--- src/rtl/tt_pkg.sv ---
// ============================================================================
// tt_pkg - shared types and constants for the tap tempo meter
// Widths, reset values, opcodes and the controller/datapath interface.
// ============================================================================
`default_nettype none

package tt_pkg;

    // Field and storage widths
    localparam int COUNT_BITS     = 16;
    localparam int TIME_BITS      = 32;
    localparam int TEMPO_BITS     = 24;
    localparam int DELAY_BITS     = 16;
    localparam int IVL_BITS       = 24;
    localparam int APB_ADDR_BITS  = 3;
    localparam int APB_DATA_BITS  = 32;

    // Tempo scale: hundredths of a beat per minute, in milliseconds
    localparam int SCALE_BITS     = 23;
    localparam int NUM_BITS       = COUNT_BITS + SCALE_BITS;
    localparam int STEP_BITS      = $clog2(NUM_BITS + 1);
    localparam logic [NUM_BITS-1:0] MS_PER_MIN_X100 = NUM_BITS'(6000000);

    // Register reset values
    localparam logic [DELAY_BITS-1:0] AUTO_STOP_RESET    = DELAY_BITS'(2000);
    localparam logic [IVL_BITS-1:0]   LOG_INTERVAL_RESET = IVL_BITS'(15000);

    // Register index (byte address bit 2)
    localparam logic REG_AUTO_STOP = 1'b0;
    localparam logic REG_LOG_IVL   = 1'b1;

    typedef enum logic [1:0] {
        KIND_TAP   = 2'd0,
        KIND_KEY   = 2'd1,
        KIND_TICK  = 2'd2,
        KIND_RESET = 2'd3
    } kind_t;

    typedef enum logic [1:0] {
        ITEM_STATUS = 2'd0,
        ITEM_LOG    = 2'd1,
        ITEM_GROUP  = 2'd2
    } item_type_t;

    typedef enum logic [3:0] {
        ST_IDLE,
        ST_DECODE,
        ST_GROUP,
        ST_TAP,
        ST_TEMPO_DIV,
        ST_TEMPO_WAIT,
        ST_TICK,
        ST_LOG_DIV,
        ST_LOG_WAIT,
        ST_LOG_EMIT,
        ST_STOP_CHECK,
        ST_STOP_GROUP,
        ST_STATUS
    } state_t;

    // Controller to datapath commands
    typedef struct packed {
        logic       load_in;
        logic       clear_run;
        logic       do_tap;
        logic       mark;
        logic       stop_run;
        logic       div_start;
        logic       div_log;
        logic       tempo_load;
        logic       log_update;
        logic       base_adv;
        logic       emit;
        item_type_t emit_type;
    } cmd_t;

    // Datapath to controller status
    typedef struct packed {
        kind_t kind;
        logic  run_active;
        logic  group_nonzero;
        logic  keys_seen;
        logic  log_due;
        logic  stop_due;
        logic  div_done;
        logic  out_free;
    } stat_t;

endpackage

`default_nettype wire

--- src/rtl/tap_tempo_bpm_meter_unit.sv ---
// ============================================================================
// tap_tempo_bpm_meter_unit - tap tempo meter, top level
// Controller, run-state datapath and iterative divider behind an APB port.
// ============================================================================
// Takes one input word at a time (tap, key tap, timer tick or reset) and
// answers with up to four result words, the last being a status word with
// last set. Each tempo figure comes from a shared restoring divider that
// loads the product and then forms the quotient one bit at a time. A stall
// on the result side holds the sequence, and the next word is accepted
// once the status word sits in the output register.
`default_nettype none

module tap_tempo_bpm_meter_unit (
    input  wire logic                              clk,
    input  wire logic                              rst_n,
    // input words
    input  wire logic                              in_valid,
    output logic                                   in_stall,
    input  wire logic [1:0]                        kind,
    input  wire logic [31:0]                       time_ms,
    input  wire logic                              double_tap,
    // result words
    output logic                                   out_valid,
    input  wire logic                              out_stall,
    output logic [1:0]                             item_type,
    output logic [23:0]                            bpm_x100,
    output logic [23:0]                            interval_bpm_x100,
    output logic [15:0]                            beat_count,
    output logic [31:0]                            elapsed_ms,
    output logic [15:0]                            group_length,
    output logic                                   running,
    output logic                                   last,
    // config port
    input  wire logic                              psel,
    input  wire logic                              penable,
    input  wire logic                              pwrite,
    input  wire logic [tt_pkg::APB_ADDR_BITS-1:0]  paddr,
    input  wire logic [tt_pkg::APB_DATA_BITS-1:0]  pwdata,
    output logic [tt_pkg::APB_DATA_BITS-1:0]       prdata,
    output logic                                   pready
);

    tt_pkg::cmd_t                   cmd;
    tt_pkg::stat_t                  stat;
    logic [tt_pkg::COUNT_BITS-1:0]  div_nm1;
    logic [tt_pkg::TIME_BITS-1:0]   div_dt;
    logic                           div_done;
    logic [tt_pkg::TEMPO_BITS-1:0]  div_result;
    logic                           cfg_we;

    // APB write strobe, zero wait states
    assign pready = 1'b1;
    assign cfg_we = psel && penable && pwrite;

    tt_ctrl u_ctrl (
        .clk      (clk),
        .rst_n    (rst_n),
        .in_valid (in_valid),
        .in_stall (in_stall),
        .stat     (stat),
        .cmd      (cmd)
    );

    tt_div u_div (
        .clk    (clk),
        .rst_n  (rst_n),
        .start  (cmd.div_start),
        .nm1    (div_nm1),
        .dt     (div_dt),
        .done   (div_done),
        .result (div_result)
    );

    tt_datapath u_dp (
        .clk               (clk),
        .rst_n             (rst_n),
        .cmd               (cmd),
        .stat              (stat),
        .kind              (kind),
        .time_ms           (time_ms),
        .double_tap        (double_tap),
        .cfg_we            (cfg_we),
        .cfg_index         (paddr[2]),
        .cfg_wdata         (pwdata),
        .cfg_rdata         (prdata),
        .div_nm1           (div_nm1),
        .div_dt            (div_dt),
        .div_done          (div_done),
        .div_result        (div_result),
        .out_stall         (out_stall),
        .out_valid         (out_valid),
        .item_type         (item_type),
        .bpm_x100          (bpm_x100),
        .interval_bpm_x100 (interval_bpm_x100),
        .beat_count        (beat_count),
        .elapsed_ms        (elapsed_ms),
        .group_length      (group_length),
        .running           (running),
        .last              (last)
    );

endmodule

`default_nettype wire

--- src/rtl/tt_div.sv ---
// ============================================================================
// tt_div - iterative tempo divider
// Registers (n-1)*6000000, then one restoring quotient bit per cycle.
// Result saturates to the tempo width and is zero for a zero divisor.
// ============================================================================
`default_nettype none

module tt_div (
    input  wire logic                            clk,
    input  wire logic                            rst_n,
    input  wire logic                            start,
    input  wire logic [tt_pkg::COUNT_BITS-1:0]   nm1,
    input  wire logic [tt_pkg::TIME_BITS-1:0]    dt,
    output logic                                 done,
    output logic [tt_pkg::TEMPO_BITS-1:0]        result
);

    logic [tt_pkg::NUM_BITS-1:0]   quo_reg;
    logic [tt_pkg::TIME_BITS-1:0]  rem_reg;
    logic [tt_pkg::TIME_BITS-1:0]  den_reg;
    logic [tt_pkg::STEP_BITS-1:0]  cnt_reg;
    logic                          busy_reg;
    logic                          done_reg;

    logic [tt_pkg::TIME_BITS:0]    trial;
    logic [tt_pkg::TIME_BITS:0]    diff;
    logic                          ge;

    // One restoring step
    always_comb
    begin
        trial = {rem_reg, quo_reg[tt_pkg::NUM_BITS-1]};
        ge    = (trial >= {1'b0, den_reg});
        diff  = trial - {1'b0, den_reg};
    end

    // Control: step counter and done pulse
    always_ff @(posedge clk or negedge rst_n)
    begin
        if (!rst_n)
        begin
            busy_reg <= 1'b0;
            done_reg <= 1'b0;
            cnt_reg  <= '0;
        end
        else
        begin
            done_reg <= 1'b0;
            if (start)
            begin
                busy_reg <= 1'b1;
                cnt_reg  <= tt_pkg::STEP_BITS'(tt_pkg::NUM_BITS);
            end
            else if (busy_reg)
            begin
                cnt_reg <= cnt_reg - 1'b1;
                if (cnt_reg == tt_pkg::STEP_BITS'(1))
                begin
                    busy_reg <= 1'b0;
                    done_reg <= 1'b1;
                end
            end
        end
    end

    // Datapath: product load, then shift quotient in
    always_ff @(posedge clk)
    begin
        if (start)
        begin
            quo_reg <= {{tt_pkg::SCALE_BITS{1'b0}}, nm1} * tt_pkg::MS_PER_MIN_X100;
            rem_reg <= '0;
            den_reg <= dt;
        end
        else if (busy_reg)
        begin
            quo_reg <= {quo_reg[tt_pkg::NUM_BITS-2:0], ge};
            rem_reg <= ge ? diff[tt_pkg::TIME_BITS-1:0] : trial[tt_pkg::TIME_BITS-1:0];
        end
    end

    // Saturated result
    always_comb
    begin
        if (den_reg == '0)
            result = '0;
        else if (|quo_reg[tt_pkg::NUM_BITS-1:tt_pkg::TEMPO_BITS])
            result = '1;
        else
            result = quo_reg[tt_pkg::TEMPO_BITS-1:0];
    end

    assign done = done_reg;

endmodule

`default_nettype wire

--- src/rtl/tt_datapath.sv ---
// ============================================================================
// tt_datapath - run state, config registers and output word register
// Holds the run bookkeeping, forms divider operands and loads result words.
// ============================================================================
`default_nettype none

module tt_datapath (
    input  wire logic                              clk,
    input  wire logic                              rst_n,
    input  wire tt_pkg::cmd_t                      cmd,
    output tt_pkg::stat_t                          stat,
    // input word
    input  wire logic [1:0]                        kind,
    input  wire logic [31:0]                       time_ms,
    input  wire logic                              double_tap,
    // config
    input  wire logic                              cfg_we,
    input  wire logic                              cfg_index,
    input  wire logic [tt_pkg::APB_DATA_BITS-1:0]  cfg_wdata,
    output logic [tt_pkg::APB_DATA_BITS-1:0]       cfg_rdata,
    // divider
    output logic [tt_pkg::COUNT_BITS-1:0]          div_nm1,
    output logic [tt_pkg::TIME_BITS-1:0]           div_dt,
    input  wire logic                              div_done,
    input  wire logic [tt_pkg::TEMPO_BITS-1:0]     div_result,
    // output word
    input  wire logic                              out_stall,
    output logic                                   out_valid,
    output logic [1:0]                             item_type,
    output logic [23:0]                            bpm_x100,
    output logic [23:0]                            interval_bpm_x100,
    output logic [15:0]                            beat_count,
    output logic [31:0]                            elapsed_ms,
    output logic [15:0]                            group_length,
    output logic                                   running,
    output logic                                   last
);

    localparam logic [tt_pkg::COUNT_BITS-1:0] COUNT_MAX = '1;

    // Config registers
    logic [tt_pkg::DELAY_BITS-1:0] delay_reg;
    logic [tt_pkg::IVL_BITS-1:0]   ivl_reg;

    // Captured input word
    tt_pkg::kind_t                 kind_reg;
    logic [tt_pkg::TIME_BITS-1:0]  time_reg;
    logic                          dbl_reg;

    // Run state
    logic                          active_reg,      active_next;
    logic [tt_pkg::COUNT_BITS-1:0] beats_reg,       beats_next;
    logic [tt_pkg::TIME_BITS-1:0]  start_reg,       start_next;
    logic [tt_pkg::TIME_BITS-1:0]  last_tap_reg,    last_tap_next;
    logic [tt_pkg::TIME_BITS-1:0]  log_base_reg,    log_base_next;
    logic [tt_pkg::COUNT_BITS-1:0] mark_reg,        mark_next;
    logic                          prior_valid_reg, prior_valid_next;
    logic [tt_pkg::COUNT_BITS-1:0] prior_beats_reg, prior_beats_next;
    logic [tt_pkg::TIME_BITS-1:0]  prior_el_reg,    prior_el_next;
    logic [tt_pkg::TEMPO_BITS-1:0] tempo_reg,       tempo_next;
    logic                          keys_reg,        keys_next;

    // Output word register
    logic                          out_valid_reg;
    tt_pkg::item_type_t            type_reg;
    logic [tt_pkg::TEMPO_BITS-1:0] bpm_reg;
    logic [tt_pkg::TEMPO_BITS-1:0] ivl_bpm_reg;
    logic [tt_pkg::COUNT_BITS-1:0] beat_cnt_reg;
    logic [tt_pkg::TIME_BITS-1:0]  elapsed_reg;
    logic [tt_pkg::COUNT_BITS-1:0] group_reg;
    logic                          running_reg;
    logic                          last_reg;

    logic [tt_pkg::TIME_BITS-1:0]  elapsed;
    logic [tt_pkg::COUNT_BITS-1:0] group_len;
    logic [tt_pkg::COUNT_BITS-1:0] tap_base;
    logic [tt_pkg::COUNT_BITS-1:0] tap_one;
    logic [tt_pkg::COUNT_BITS-1:0] tap_two;
    logic [tt_pkg::COUNT_BITS-1:0] base_beats;
    logic [tt_pkg::TIME_BITS-1:0]  base_time;
    logic [tt_pkg::COUNT_BITS-1:0] n_beats;
    logic                          out_free;

    // Derived values
    always_comb
    begin
        elapsed   = last_tap_reg - start_reg;
        group_len = beats_reg - mark_reg;
        out_free  = !out_valid_reg || !out_stall;

        tap_base = active_reg ? beats_reg : '0;
        tap_one  = (tap_base == COUNT_MAX) ? COUNT_MAX : tap_base + 1'b1;
        if (dbl_reg)
            tap_two = (tap_one == COUNT_MAX) ? COUNT_MAX : tap_one + 1'b1;
        else
            tap_two = tap_one;
    end

    // Divider operands: overall tempo or interval since the prior log
    always_comb
    begin
        base_beats = '0;
        base_time  = '0;
        if (cmd.div_log && prior_valid_reg)
        begin
            base_beats = (prior_beats_reg == '0) ? '0 : prior_beats_reg - 1'b1;
            base_time  = prior_el_reg;
        end
        n_beats = (beats_reg >= base_beats) ? beats_reg - base_beats
                                            : tt_pkg::COUNT_BITS'(1);
        div_nm1 = (n_beats == '0) ? '0 : n_beats - 1'b1;
        div_dt  = elapsed - base_time;
    end

    // Status to controller
    always_comb
    begin
        stat.kind          = kind_reg;
        stat.run_active    = active_reg;
        stat.group_nonzero = (beats_reg > mark_reg);
        stat.keys_seen     = keys_reg;
        stat.log_due       = ((time_reg - log_base_reg) >=
                              tt_pkg::TIME_BITS'(ivl_reg));
        stat.stop_due      = (delay_reg != '0) &&
                             ((time_reg - last_tap_reg) >= tt_pkg::TIME_BITS'(delay_reg));
        stat.div_done      = div_done;
        stat.out_free      = out_free;
    end

    // Run state next values
    always_comb
    begin
        active_next      = active_reg;
        beats_next       = beats_reg;
        start_next       = start_reg;
        last_tap_next    = last_tap_reg;
        log_base_next    = log_base_reg;
        mark_next        = mark_reg;
        prior_valid_next = prior_valid_reg;
        prior_beats_next = prior_beats_reg;
        prior_el_next    = prior_el_reg;
        tempo_next       = tempo_reg;
        keys_next        = keys_reg;

        if (cmd.clear_run)
        begin
            active_next      = 1'b0;
            beats_next       = '0;
            start_next       = '0;
            last_tap_next    = '0;
            log_base_next    = '0;
            mark_next        = '0;
            prior_valid_next = 1'b0;
            prior_beats_next = '0;
            prior_el_next    = '0;
            tempo_next       = '0;
            keys_next        = 1'b0;
        end

        // tap: a stopped run restarts with clean state
        if (cmd.do_tap)
        begin
            if (!active_reg)
            begin
                active_next      = 1'b1;
                start_next       = time_reg;
                log_base_next    = time_reg;
                mark_next        = '0;
                prior_valid_next = 1'b0;
                prior_beats_next = '0;
                prior_el_next    = '0;
                tempo_next       = '0;
                keys_next        = 1'b0;
            end
            beats_next    = tap_two;
            last_tap_next = time_reg;
        end

        // group mark
        if (cmd.mark)
        begin
            mark_next = beats_reg;
            if (beats_reg > mark_reg)
                keys_next = 1'b1;
        end

        if (cmd.stop_run)
            active_next = 1'b0;

        if (cmd.tempo_load)
            tempo_next = div_result;

        if (cmd.log_update)
        begin
            prior_valid_next = 1'b1;
            prior_beats_next = beats_reg;
            prior_el_next    = elapsed;
        end

        if (cmd.base_adv)
            log_base_next = log_base_reg + tt_pkg::TIME_BITS'(ivl_reg);
    end

    // Run state and config registers
    always_ff @(posedge clk or negedge rst_n)
    begin
        if (!rst_n)
        begin
            delay_reg       <= tt_pkg::AUTO_STOP_RESET;
            ivl_reg         <= tt_pkg::LOG_INTERVAL_RESET;
            active_reg      <= 1'b0;
            beats_reg       <= '0;
            start_reg       <= '0;
            last_tap_reg    <= '0;
            log_base_reg    <= '0;
            mark_reg        <= '0;
            prior_valid_reg <= 1'b0;
            prior_beats_reg <= '0;
            prior_el_reg    <= '0;
            tempo_reg       <= '0;
            keys_reg        <= 1'b0;
            out_valid_reg   <= 1'b0;
        end
        else
        begin
            if (cfg_we && cfg_index == tt_pkg::REG_AUTO_STOP)
                delay_reg <= cfg_wdata[tt_pkg::DELAY_BITS-1:0];
            if (cfg_we && cfg_index == tt_pkg::REG_LOG_IVL)
                ivl_reg <= cfg_wdata[tt_pkg::IVL_BITS-1:0];

            active_reg      <= active_next;
            beats_reg       <= beats_next;
            start_reg       <= start_next;
            last_tap_reg    <= last_tap_next;
            log_base_reg    <= log_base_next;
            mark_reg        <= mark_next;
            prior_valid_reg <= prior_valid_next;
            prior_beats_reg <= prior_beats_next;
            prior_el_reg    <= prior_el_next;
            tempo_reg       <= tempo_next;
            keys_reg        <= keys_next;

            if (cmd.emit)
                out_valid_reg <= 1'b1;
            else if (!out_stall)
                out_valid_reg <= 1'b0;
        end
    end

    // Input capture and output word payload
    always_ff @(posedge clk)
    begin
        if (cmd.load_in)
        begin
            kind_reg <= tt_pkg::kind_t'(kind);
            time_reg <= time_ms[tt_pkg::TIME_BITS-1:0];
            dbl_reg  <= double_tap;
        end
        if (cmd.emit)
        begin
            type_reg     <= cmd.emit_type;
            bpm_reg      <= tempo_reg;
            ivl_bpm_reg  <= (cmd.emit_type == tt_pkg::ITEM_LOG) ? div_result : '0;
            beat_cnt_reg <= beats_reg;
            elapsed_reg  <= elapsed;
            group_reg    <= (cmd.emit_type == tt_pkg::ITEM_GROUP) ? group_len : '0;
            running_reg  <= active_reg;
            last_reg     <= (cmd.emit_type == tt_pkg::ITEM_STATUS);
        end
    end

    // Config readback
    always_comb
    begin
        if (cfg_index == tt_pkg::REG_LOG_IVL)
            cfg_rdata = tt_pkg::APB_DATA_BITS'(ivl_reg);
        else
            cfg_rdata = tt_pkg::APB_DATA_BITS'(delay_reg);
    end

    assign out_valid         = out_valid_reg;
    assign item_type         = type_reg;
    assign bpm_x100          = bpm_reg;
    assign interval_bpm_x100 = ivl_bpm_reg;
    assign beat_count        = beat_cnt_reg;
    assign elapsed_ms        = elapsed_reg;
    assign group_length      = group_reg;
    assign running           = running_reg;
    assign last              = last_reg;

endmodule

`default_nettype wire

--- src/rtl/tt_ctrl.sv ---
// ============================================================================
// tt_ctrl - sequencing controller
// Steps one input word through group close, tap, log and auto-stop actions.
// ============================================================================
`default_nettype none

module tt_ctrl (
    input  wire logic           clk,
    input  wire logic           rst_n,
    input  wire logic           in_valid,
    output logic                in_stall,
    input  wire tt_pkg::stat_t  stat,
    output tt_pkg::cmd_t        cmd
);

    tt_pkg::state_t state_reg, state_next;
    logic           final_reg, final_next;

    // State register
    always_ff @(posedge clk or negedge rst_n)
    begin
        if (!rst_n)
        begin
            state_reg <= tt_pkg::ST_IDLE;
            final_reg <= 1'b0;
        end
        else
        begin
            state_reg <= state_next;
            final_reg <= final_next;
        end
    end

    // Next state and commands
    always_comb
    begin
        state_next    = state_reg;
        final_next    = final_reg;
        cmd           = '0;
        cmd.emit_type = tt_pkg::ITEM_STATUS;
        in_stall      = 1'b1;

        case (state_reg)
            tt_pkg::ST_IDLE:
            begin
                in_stall = 1'b0;
                if (in_valid)
                begin
                    cmd.load_in = 1'b1;
                    state_next  = tt_pkg::ST_DECODE;
                end
            end

            tt_pkg::ST_DECODE:
            begin
                final_next = 1'b0;
                case (stat.kind)
                    tt_pkg::KIND_TAP:
                        state_next = tt_pkg::ST_TAP;
                    tt_pkg::KIND_KEY:
                        state_next = stat.run_active ? tt_pkg::ST_GROUP : tt_pkg::ST_TAP;
                    tt_pkg::KIND_TICK:
                        state_next = stat.run_active ? tt_pkg::ST_TICK : tt_pkg::ST_STATUS;
                    tt_pkg::KIND_RESET:
                    begin
                        cmd.clear_run = 1'b1;
                        state_next    = tt_pkg::ST_STATUS;
                    end
                    default:
                        state_next = tt_pkg::ST_STATUS;
                endcase
            end

            // close the key group, word only if it has beats
            tt_pkg::ST_GROUP:
            begin
                if (!stat.group_nonzero || stat.out_free)
                begin
                    cmd.mark      = 1'b1;
                    cmd.emit      = stat.group_nonzero;
                    cmd.emit_type = tt_pkg::ITEM_GROUP;
                    state_next    = tt_pkg::ST_TAP;
                end
            end

            tt_pkg::ST_TAP:
            begin
                cmd.do_tap = 1'b1;
                state_next = tt_pkg::ST_TEMPO_DIV;
            end

            tt_pkg::ST_TEMPO_DIV:
            begin
                cmd.div_start = 1'b1;
                state_next    = tt_pkg::ST_TEMPO_WAIT;
            end

            tt_pkg::ST_TEMPO_WAIT:
            begin
                if (stat.div_done)
                begin
                    cmd.tempo_load = 1'b1;
                    state_next     = tt_pkg::ST_STATUS;
                end
            end

            tt_pkg::ST_TICK:
                state_next = stat.log_due ? tt_pkg::ST_LOG_DIV : tt_pkg::ST_STOP_CHECK;

            tt_pkg::ST_LOG_DIV:
            begin
                cmd.div_start = 1'b1;
                cmd.div_log   = 1'b1;
                state_next    = tt_pkg::ST_LOG_WAIT;
            end

            tt_pkg::ST_LOG_WAIT:
            begin
                cmd.div_log = 1'b1;
                if (stat.div_done)
                    state_next = tt_pkg::ST_LOG_EMIT;
            end

            tt_pkg::ST_LOG_EMIT:
            begin
                if (stat.out_free)
                begin
                    cmd.emit       = 1'b1;
                    cmd.emit_type  = tt_pkg::ITEM_LOG;
                    cmd.log_update = 1'b1;
                    if (final_reg)
                        state_next = tt_pkg::ST_STATUS;
                    else
                    begin
                        cmd.base_adv = 1'b1;
                        state_next   = tt_pkg::ST_STOP_CHECK;
                    end
                end
            end

            // idle long enough since the last tap: stop and log once more
            tt_pkg::ST_STOP_CHECK:
            begin
                if (!stat.stop_due)
                    state_next = tt_pkg::ST_STATUS;
                else if (stat.keys_seen)
                    state_next = tt_pkg::ST_STOP_GROUP;
                else
                begin
                    cmd.stop_run = 1'b1;
                    final_next   = 1'b1;
                    state_next   = tt_pkg::ST_LOG_DIV;
                end
            end

            tt_pkg::ST_STOP_GROUP:
            begin
                if (!stat.group_nonzero || stat.out_free)
                begin
                    cmd.mark      = 1'b1;
                    cmd.emit      = stat.group_nonzero;
                    cmd.emit_type = tt_pkg::ITEM_GROUP;
                    cmd.stop_run  = 1'b1;
                    final_next    = 1'b1;
                    state_next    = tt_pkg::ST_LOG_DIV;
                end
            end

            tt_pkg::ST_STATUS:
            begin
                if (stat.out_free)
                begin
                    cmd.emit      = 1'b1;
                    cmd.emit_type = tt_pkg::ITEM_STATUS;
                    state_next    = tt_pkg::ST_IDLE;
                end
            end

            default:
                state_next = tt_pkg::ST_IDLE;
        endcase
    end

endmodule

`default_nettype wire

--- config.mk ---
export PLATFORM = sky130hd
export DESIGN_NAME = tap_tempo_bpm_meter_unit
export DESIGN_NICKNAME = d
export VERILOG_FILES = /design/src/rtl/tt_pkg.sv /design/src/rtl/tap_tempo_bpm_meter_unit.sv /design/src/rtl/tt_div.sv /design/src/rtl/tt_datapath.sv /design/src/rtl/tt_ctrl.sv
export SDC_FILE = /design/constraint.sdc
export NUM_CORES = 2
export LEC_CHECK = 0
export ABC_AREA = 1
export ABC_CLOCK_PERIOD_IN_PS = 11600
export BUFFER_PORTS_ARGS = -buffer_cell sky130_fd_sc_hd__buf_2
export CAP_MARGIN = 20
export CORE_AREA = 2 2 287 289
export CTS_BUF_LIST = sky130_fd_sc_hd__clkbuf_16
export DETAILED_ROUTE_END_ITERATION = 6
export DIE_AREA = 0 0 289 291
export PLACE_DENSITY = 0.67
export SYNTH_ARGS = -nofsm -noshare
export SYNTH_HDL_FRONTEND = slang
export SYNTH_SLANG_ARGS = --single-unit
--- constraint.sdc ---
create_clock -name clk -period 11.6 [get_ports clk]
set_input_delay 1.16 -clock clk [delete_from_list [all_inputs] [get_ports clk]]
set_output_delay 1.16 -clock clk [all_outputs]
set_load 0.05 [all_outputs]
# Yosys cells after proc, flatten, opt, wreduce, memory -nomap -nowiden

Index checks and enable logic that the tools add are counted.

Register bits: 511
Bits in latches: 0
RAM bits: 0
Memory bits (read-only): 0
Bits of input ports: 77
Memories: 0

Add/sub/neg operators: 13
$mul: 1
Div/mod/pow operators: 0
$lt $le $gt $ge: 5
Eq/ne operators: 30
Shift-type cells: 0
Multiplexer cells: 106
Bitwise gates (word level): 1
Reductions and logical operators: 27

Operators with widths:

| cell                   | count |
|---|---|
| $mux 32                | 15 |
| $mux 16                | 18 |
| $mux 24                | 7 |
| $sub 32x32->32         | 5 |
| $mux 39                | 2 |
| $pmux 4 s13            | 1 |
| $mux 4                 | 11 |
| $mux 1                 | 39 |
| $ge 33x32->1           | 1 |
| $add 16x1->16 const B  | 2 |
| $add 32x24->32         | 1 |
| $eq 16x16->1 const B   | 2 |
| $ge 32x16->1           | 1 |
| $ge 32x24->1           | 1 |
| $logic_not 16->1       | 2 |
| $logic_not 32->1       | 1 |
| $mul 16x16->32 const B | 1 |
| $sub 16x1->16 const B  | 2 |
| $sub 16x16->16         | 2 |
| $eq 4x4->1 const B     | 5 |
| $eq 4x3->1 const B     | 4 |
| $ge 16x16->1           | 1 |
| $gt 16x16->1           | 1 |
| $ne 2x1->1 const B     | 8 |
| 28 further kinds       | 50 |

# Logic depth before layout (Yosys ltp)

Depth after elaboration: 11
Mapped depth: 55

# Modules after synthesis

Synthesis repeated with hierarchy kept, for this count alone.

Cell total of the unflattened synthesis: 5,615
Area, all modules: 41,838.9 µm²

By module, submodules not included:

| module                   | instances | cells an instance | area an instance (µm²) | sequential area each (µm²) |
|---|---|---|---|---|
| tt_datapath              | 1         | 3,772             | 28,295.9               | 10,656.5 |
| tt_div                   | 1         | 1,701             | 12,836.1               | 2,902.8 |
| tt_ctrl                  | 1         | 137               | 681.9                  | 125.1 |
| tap_tempo_bpm_meter_unit | 1         | 5                 | 25.0                   | 0.0 |

# Worst setup path after synthesis

OpenSTA, ideal clock, no wires.

Kind: in2reg
Start: input port out_stall
End: register u_dp.beat_cnt_reg, in the netlist u_dp.beat_count[0], enable pin
Library setup time: 0.751 ns
Arrival time: 9.487 ns
Data required time: 10.849 ns
Slack: 1.362 ns
Stages: 3
Buffers on the path: 0
Cell sequence: nand2_1 -> inv_1 -> o21ai_0

RTL lines:

| item                   | RTL line                       | source |
|---|---|---|
| start: declaration     | tap_tempo_bpm_meter_unit.sv:24 | `input wire logic out_stall,` |
| end signal: assignment | tt_datapath.sv:264             | `beat_cnt_reg <= beats_reg;` |
| end: declaration       | tt_datapath.sv:68              | `logic [tt_pkg::COUNT_BITS-1:0] beat_cnt_reg;` |

# Worst setup path after layout

Start: register u_dp.prior_beats_reg[0] (netlist bit)
End: register u_div.quo_reg[35] (netlist bit), data pin

Cells in the longest elaborated chain, start to end: 9
Elaborated cells between the ends (all ways): 12
Classes of those cells: 3 x add/sub; 1 x mul; 1 x order compare; 5 x mux; 2 x reduce/logical

RTL lines:

| item                                              | RTL line           | source |
|---|---|---|
| start: declaration                                | tt_datapath.sv:58  | `logic [tt_pkg::COUNT_BITS-1:0] prior_beats_reg, prior_beats_next;` |
| start signal: assignment                          | tt_datapath.sv:238 | `prior_beats_reg <= prior_beats_next;` |
| $sub 16x1->16 or $logic_not 16->1 (tied branches) | tt_datapath.sv:106 | `base_beats = (prior_beats_reg == '0) ? '0 : prior_beats_reg - 1'b1;` |
| $mux 16 (*)                                       | tt_datapath.sv:106 |  |
| $mux 16 (*)                                       | tt_datapath.sv:104 | `if (cmd.div_log && prior_valid_reg)` |
| $sub 16x16->16 or $ge 16x16->1 (tied branches)    | tt_datapath.sv:109 | `n_beats = (beats_reg >= base_beats) ? beats_reg - base_beats` |
| $mux 16 (*)                                       | tt_datapath.sv:109 |  |
| $sub 16x1->16 or $logic_not 16->1 (tied branches) | tt_datapath.sv:111 | `div_nm1 = (n_beats == '0) ? '0 : n_beats - 1'b1;` |
| $mux 16 (*)                                       | tt_datapath.sv:111 |  |
| $mul 16x16->32 (*)                                | tt_div.sv:71       | `quo_reg <= {{tt_pkg::SCALE_BITS{1'b0}}, nm1} * tt_pkg::MS_PER_MIN_X100;` |
| $mux 39 (*)                                       | tt_div.sv:69       | `if (start)` |
| end signal: assignment                            | tt_div.sv:71       |  |
| end signal: assignment                            | tt_div.sv:77       | `quo_reg <= {quo_reg[tt_pkg::NUM_BITS-2:0], ge};` |
| end: declaration                                  | tt_div.sv:18       | `logic [tt_pkg::NUM_BITS-1:0] quo_reg;` |

Mark *: on every way between the ends. The rest lies on a longest branch, timed or not.
A chain may end at the register's enable or synchronous reset.

==> results by group <==
Run status
  • Outcome: finished with violations
  • Failing checks: DRC

Yosys
  • Main combinational cell family by area after synthesis: simple AND/OR/NAND/NOR gates
  • Mux share of post-synthesis cell area: 0
  • Synth area leader: edfxtp_1
  • Dominant cells by area after synthesis: edfxtp_1 (16%), dfrtp_1 (15%), ha_1 (12%), nand2_1 (12%), inv_1 (8.5%)
  • Syn Std Cell Area: 40,300 um^2
  • Top-area cell type share of the netlist area: 0.160
  • Post-synth top flop: dfrtp_1
  • Synth warnings: 0
  • Number of synthesized register bits: 511
  • Sequential area share after synthesis: 0.339
  • Post-synth EDFFs: 215
  • Average size of a mapped cell: 7.64 um^2
  • Area share of xor/xnor cells in the synthesized design: 0.0430
  • Simple-Gate Fraction of Synth Area: 0.220
  • Synth Area in Compound Gates: 0.126
  • Yosys cell types: 63
  • Ys async rst share: 0.503
  • Adder-cell area share of the yosys netlist: 0.173
  • Gate Count Post-Synth: 5,277

CTS
  • CTS buffer count: 60
  • Root buf cell: clkbuf_16
  • H-tree levels: 2
  • Hold_buf cts: 0
  • CTS tree: yes
  • Clk_lat worst skew: 0.67 ns
  • Setup bufs post-CTS: 0
  • CTS clk-pin slew, worst paths: 0.06 ns
  • Bufs on Longest Clock Path: 3
  • Sink Count: 511
  • Post-CTS sizing: 0

Critical path
  • CP Data Arrival Time: 10.99 ns
  • Critical R2R Capture: u_div.quo_reg[35]
  • Depth of the most critical reg-to-reg path: 53
  • Setup CP Type: flop to flop
  • Reg2reg start: u_dp.prior_beats_reg[0]
  • Worst setup SP type: flop
  • Crit path top cell by count: inv_1
  • Data required time at the worst endpoint: 12.02 ns
  • Critical path fanouts, max: 22
  • Flop-to-flop setup slack: 1.02 ns
  • Slowest stage cell, crit path: fa_1
  • Crit path to: u_div.quo_reg[35]
  • Crit path largest cell delay: 0.59 ns
  • CP startpoint: u_dp.prior_beats_reg[0]
  • Crit. End Element: flop

Final layout
  • # fillers: 7,820
  • Largest register FFs: 39
  • Most frequent cells in the layout: nand2_1 (1,252), inv_1 (922), o21ai_0 (389), ha_1 (389), nor2_1 (356)
  • Layout cells sized above 1: 0.0743
  • Final #Nets: 6,035
  • Area growth syn-to-layout: 10.4%
  • Most common cell after layout, fill and taps aside: nand2_1

STA
  • Top achievable clock speed: 94.6 MHz
  • Crit share post-route: 0.912
  • Final setup viols: 0
  • Worst slew pin tran: 1.08 ns
  • RSZ-0062 raised after global routing: false
  • Final hold vios: 0
  • Slew Limit Fails: 0
  • Clock Skews: 0.0363 ns
  • Setup TNS: 0 ns
  • Max-slew headroom: 0.280
  • Tmin final: 10.58 ns

GRT
  • Met1 GRT Util: 0.343
  • GR peak layer: met2
  • Global-route wire length before repair: 185 mm
  • GR Util met3: 0.0266
  • Initial antenna violation count: 0
  • Largest net degree at the start of global routing: 84
  • Vias in the first global route: 35,000
  • Total grt overflow: 0
  • Total GRT Usage: 0.277
  • GR Util met2: 0.499

Routing
  • DRT antenna net count: 0
  • Residual DRC count: 12
  • Violation count after the first detailed-route iteration: 2,292
  • Post-Route WL: 117 mm
  • Wire per inst: 17.7 um
  • Via/cell ratio: 5.36
  • First drt pass iteration count: 7
  • Vias: 35,300

Floorplan
  • Io pins: 228
  • Core Region: 81,200 um^2
  • Num rows: 105
  • Die width: 289 um
  • Die ar.: 84,100 um^2
  • Starting Density: 0.497
  • DIE HEIGHT: 291 um

Place
  • Port buffer count: 208
  • HPWL after detailed placement: 92.4 mm
  • Gp weighted congestion: 0.996

Worst hold path
  • Tightest Hold Check Type: flop to flop

Job
  • Max Cap Viol: 0
==> layer usage <==
layer,vias up,share of wire,wire length [um]
li1,17600,-,-
met1,16700,0.42,48800
met2,808,0.50,58900
met3,239,0.041,4840
met4,0,0.037,4290
met5,-,0,0
==> worst max-delay path, delay by kind of cell (launching register included) <==
family	cells	cell delay, ns
buf+inv	14	1.66
fa+ha+maj	11	4.24
simple gates	22	2.98
flops	1	0.39
compound gates	6	1.06
==> metrics by stage <==
stage / worst slack [ns] / area (um^2) / utilization / instances / hold WS [ns]
after detailed placement: 1.16 / 42500 / 0.523 / 6471 / 0.435
after global placement: 1.25 / 42500 / 0.523 / 6471 / 0.430
final: 1.02 / 44500 / 0.548 / 6586 / 0.448
after global routing: 0.222 / 44500 / 0.548 / 6585 / 0.456
after CTS: 1.06 / 44500 / 0.548 / 6585 / 0.447
after floorplan: 1.36 / 40300 / - / 5284 / 0.426
==> area by class of cell <==
class / count / area [um^2] / share of cell area
diodes: 1 / 2.50 / 0.0000562
clock buffers: 61 / 1530 / 0.0343
well taps: 1070 / 1340 / 0.0301
clock inverters: 53 / 517 / 0.0116
multi-input cells: 3738 / 22700 / 0.511
flip-flops and latches: 511 / 13700 / 0.307
inverters: 915 / 3440 / 0.0772
repair buffers: 237 / 1270 / 0.0285
==> kinds of logic after synthesis <==
logic type / count (synthesis)
AO/OA/AOI/OAI: 919
XOR/XNOR: 198
adder cells (fa/ha/maj): 495
buffers and inverters: 1035
flip-flops: 511
other: 2
AND/OR/NAND/NOR: 2117
==> synthesized netlist by cell type, types with 6 or more instances <==
cell type	count
a211oi_1	10
a21boi_0	12
a21o_1	26
a21oi_1	316
a221oi_1	10
a31oi_1	26
and2_1	8
buf_1	9
buf_2	6
buf_4	10
clkbuf_1	90
dfrtp_1	244
dfstp_2	13
dfxtp_1	39
edfxtp_1	215
fa_1	106
ha_1	389
inv_1	913
nand2_1	1253
nand3_1	269
nand3b_1	14
nand4_1	60
nor2_1	361
nor3_1	74
nor4_1	22
o211ai_1	13
o21a_1	19
o21ai_0	390
o21ai_1	13
o21bai_1	28
o22ai_1	32
or2_2	28
xnor2_1	68
xor2_1	130
==> worst min-delay path by stage <==
stage                       start                 to  slack, ns  depth (start not counted)
2_1_floorplan   u_dp.tempo_reg[0]   u_dp.bpm_x100[0]       0.43                          0
3_5_place_dp    u_dp.tempo_reg[3]   u_dp.bpm_x100[3]       0.43                          0
4_1_cts         u_dp.tempo_reg[3]   u_dp.bpm_x100[3]       0.45                          0
6_report        u_dp.tempo_reg[3]   u_dp.bpm_x100[3]       0.45                          0
5_1_grt         u_dp.tempo_reg[6]   u_dp.bpm_x100[6]       0.46                          0
3_3_place_gp   u_dp.tempo_reg[22]  u_dp.bpm_x100[22]       0.43                          0
Power is left out: the tool's default activity adds up to more than one toggle a clock period on the data nets, which glitch-free logic cannot reach.
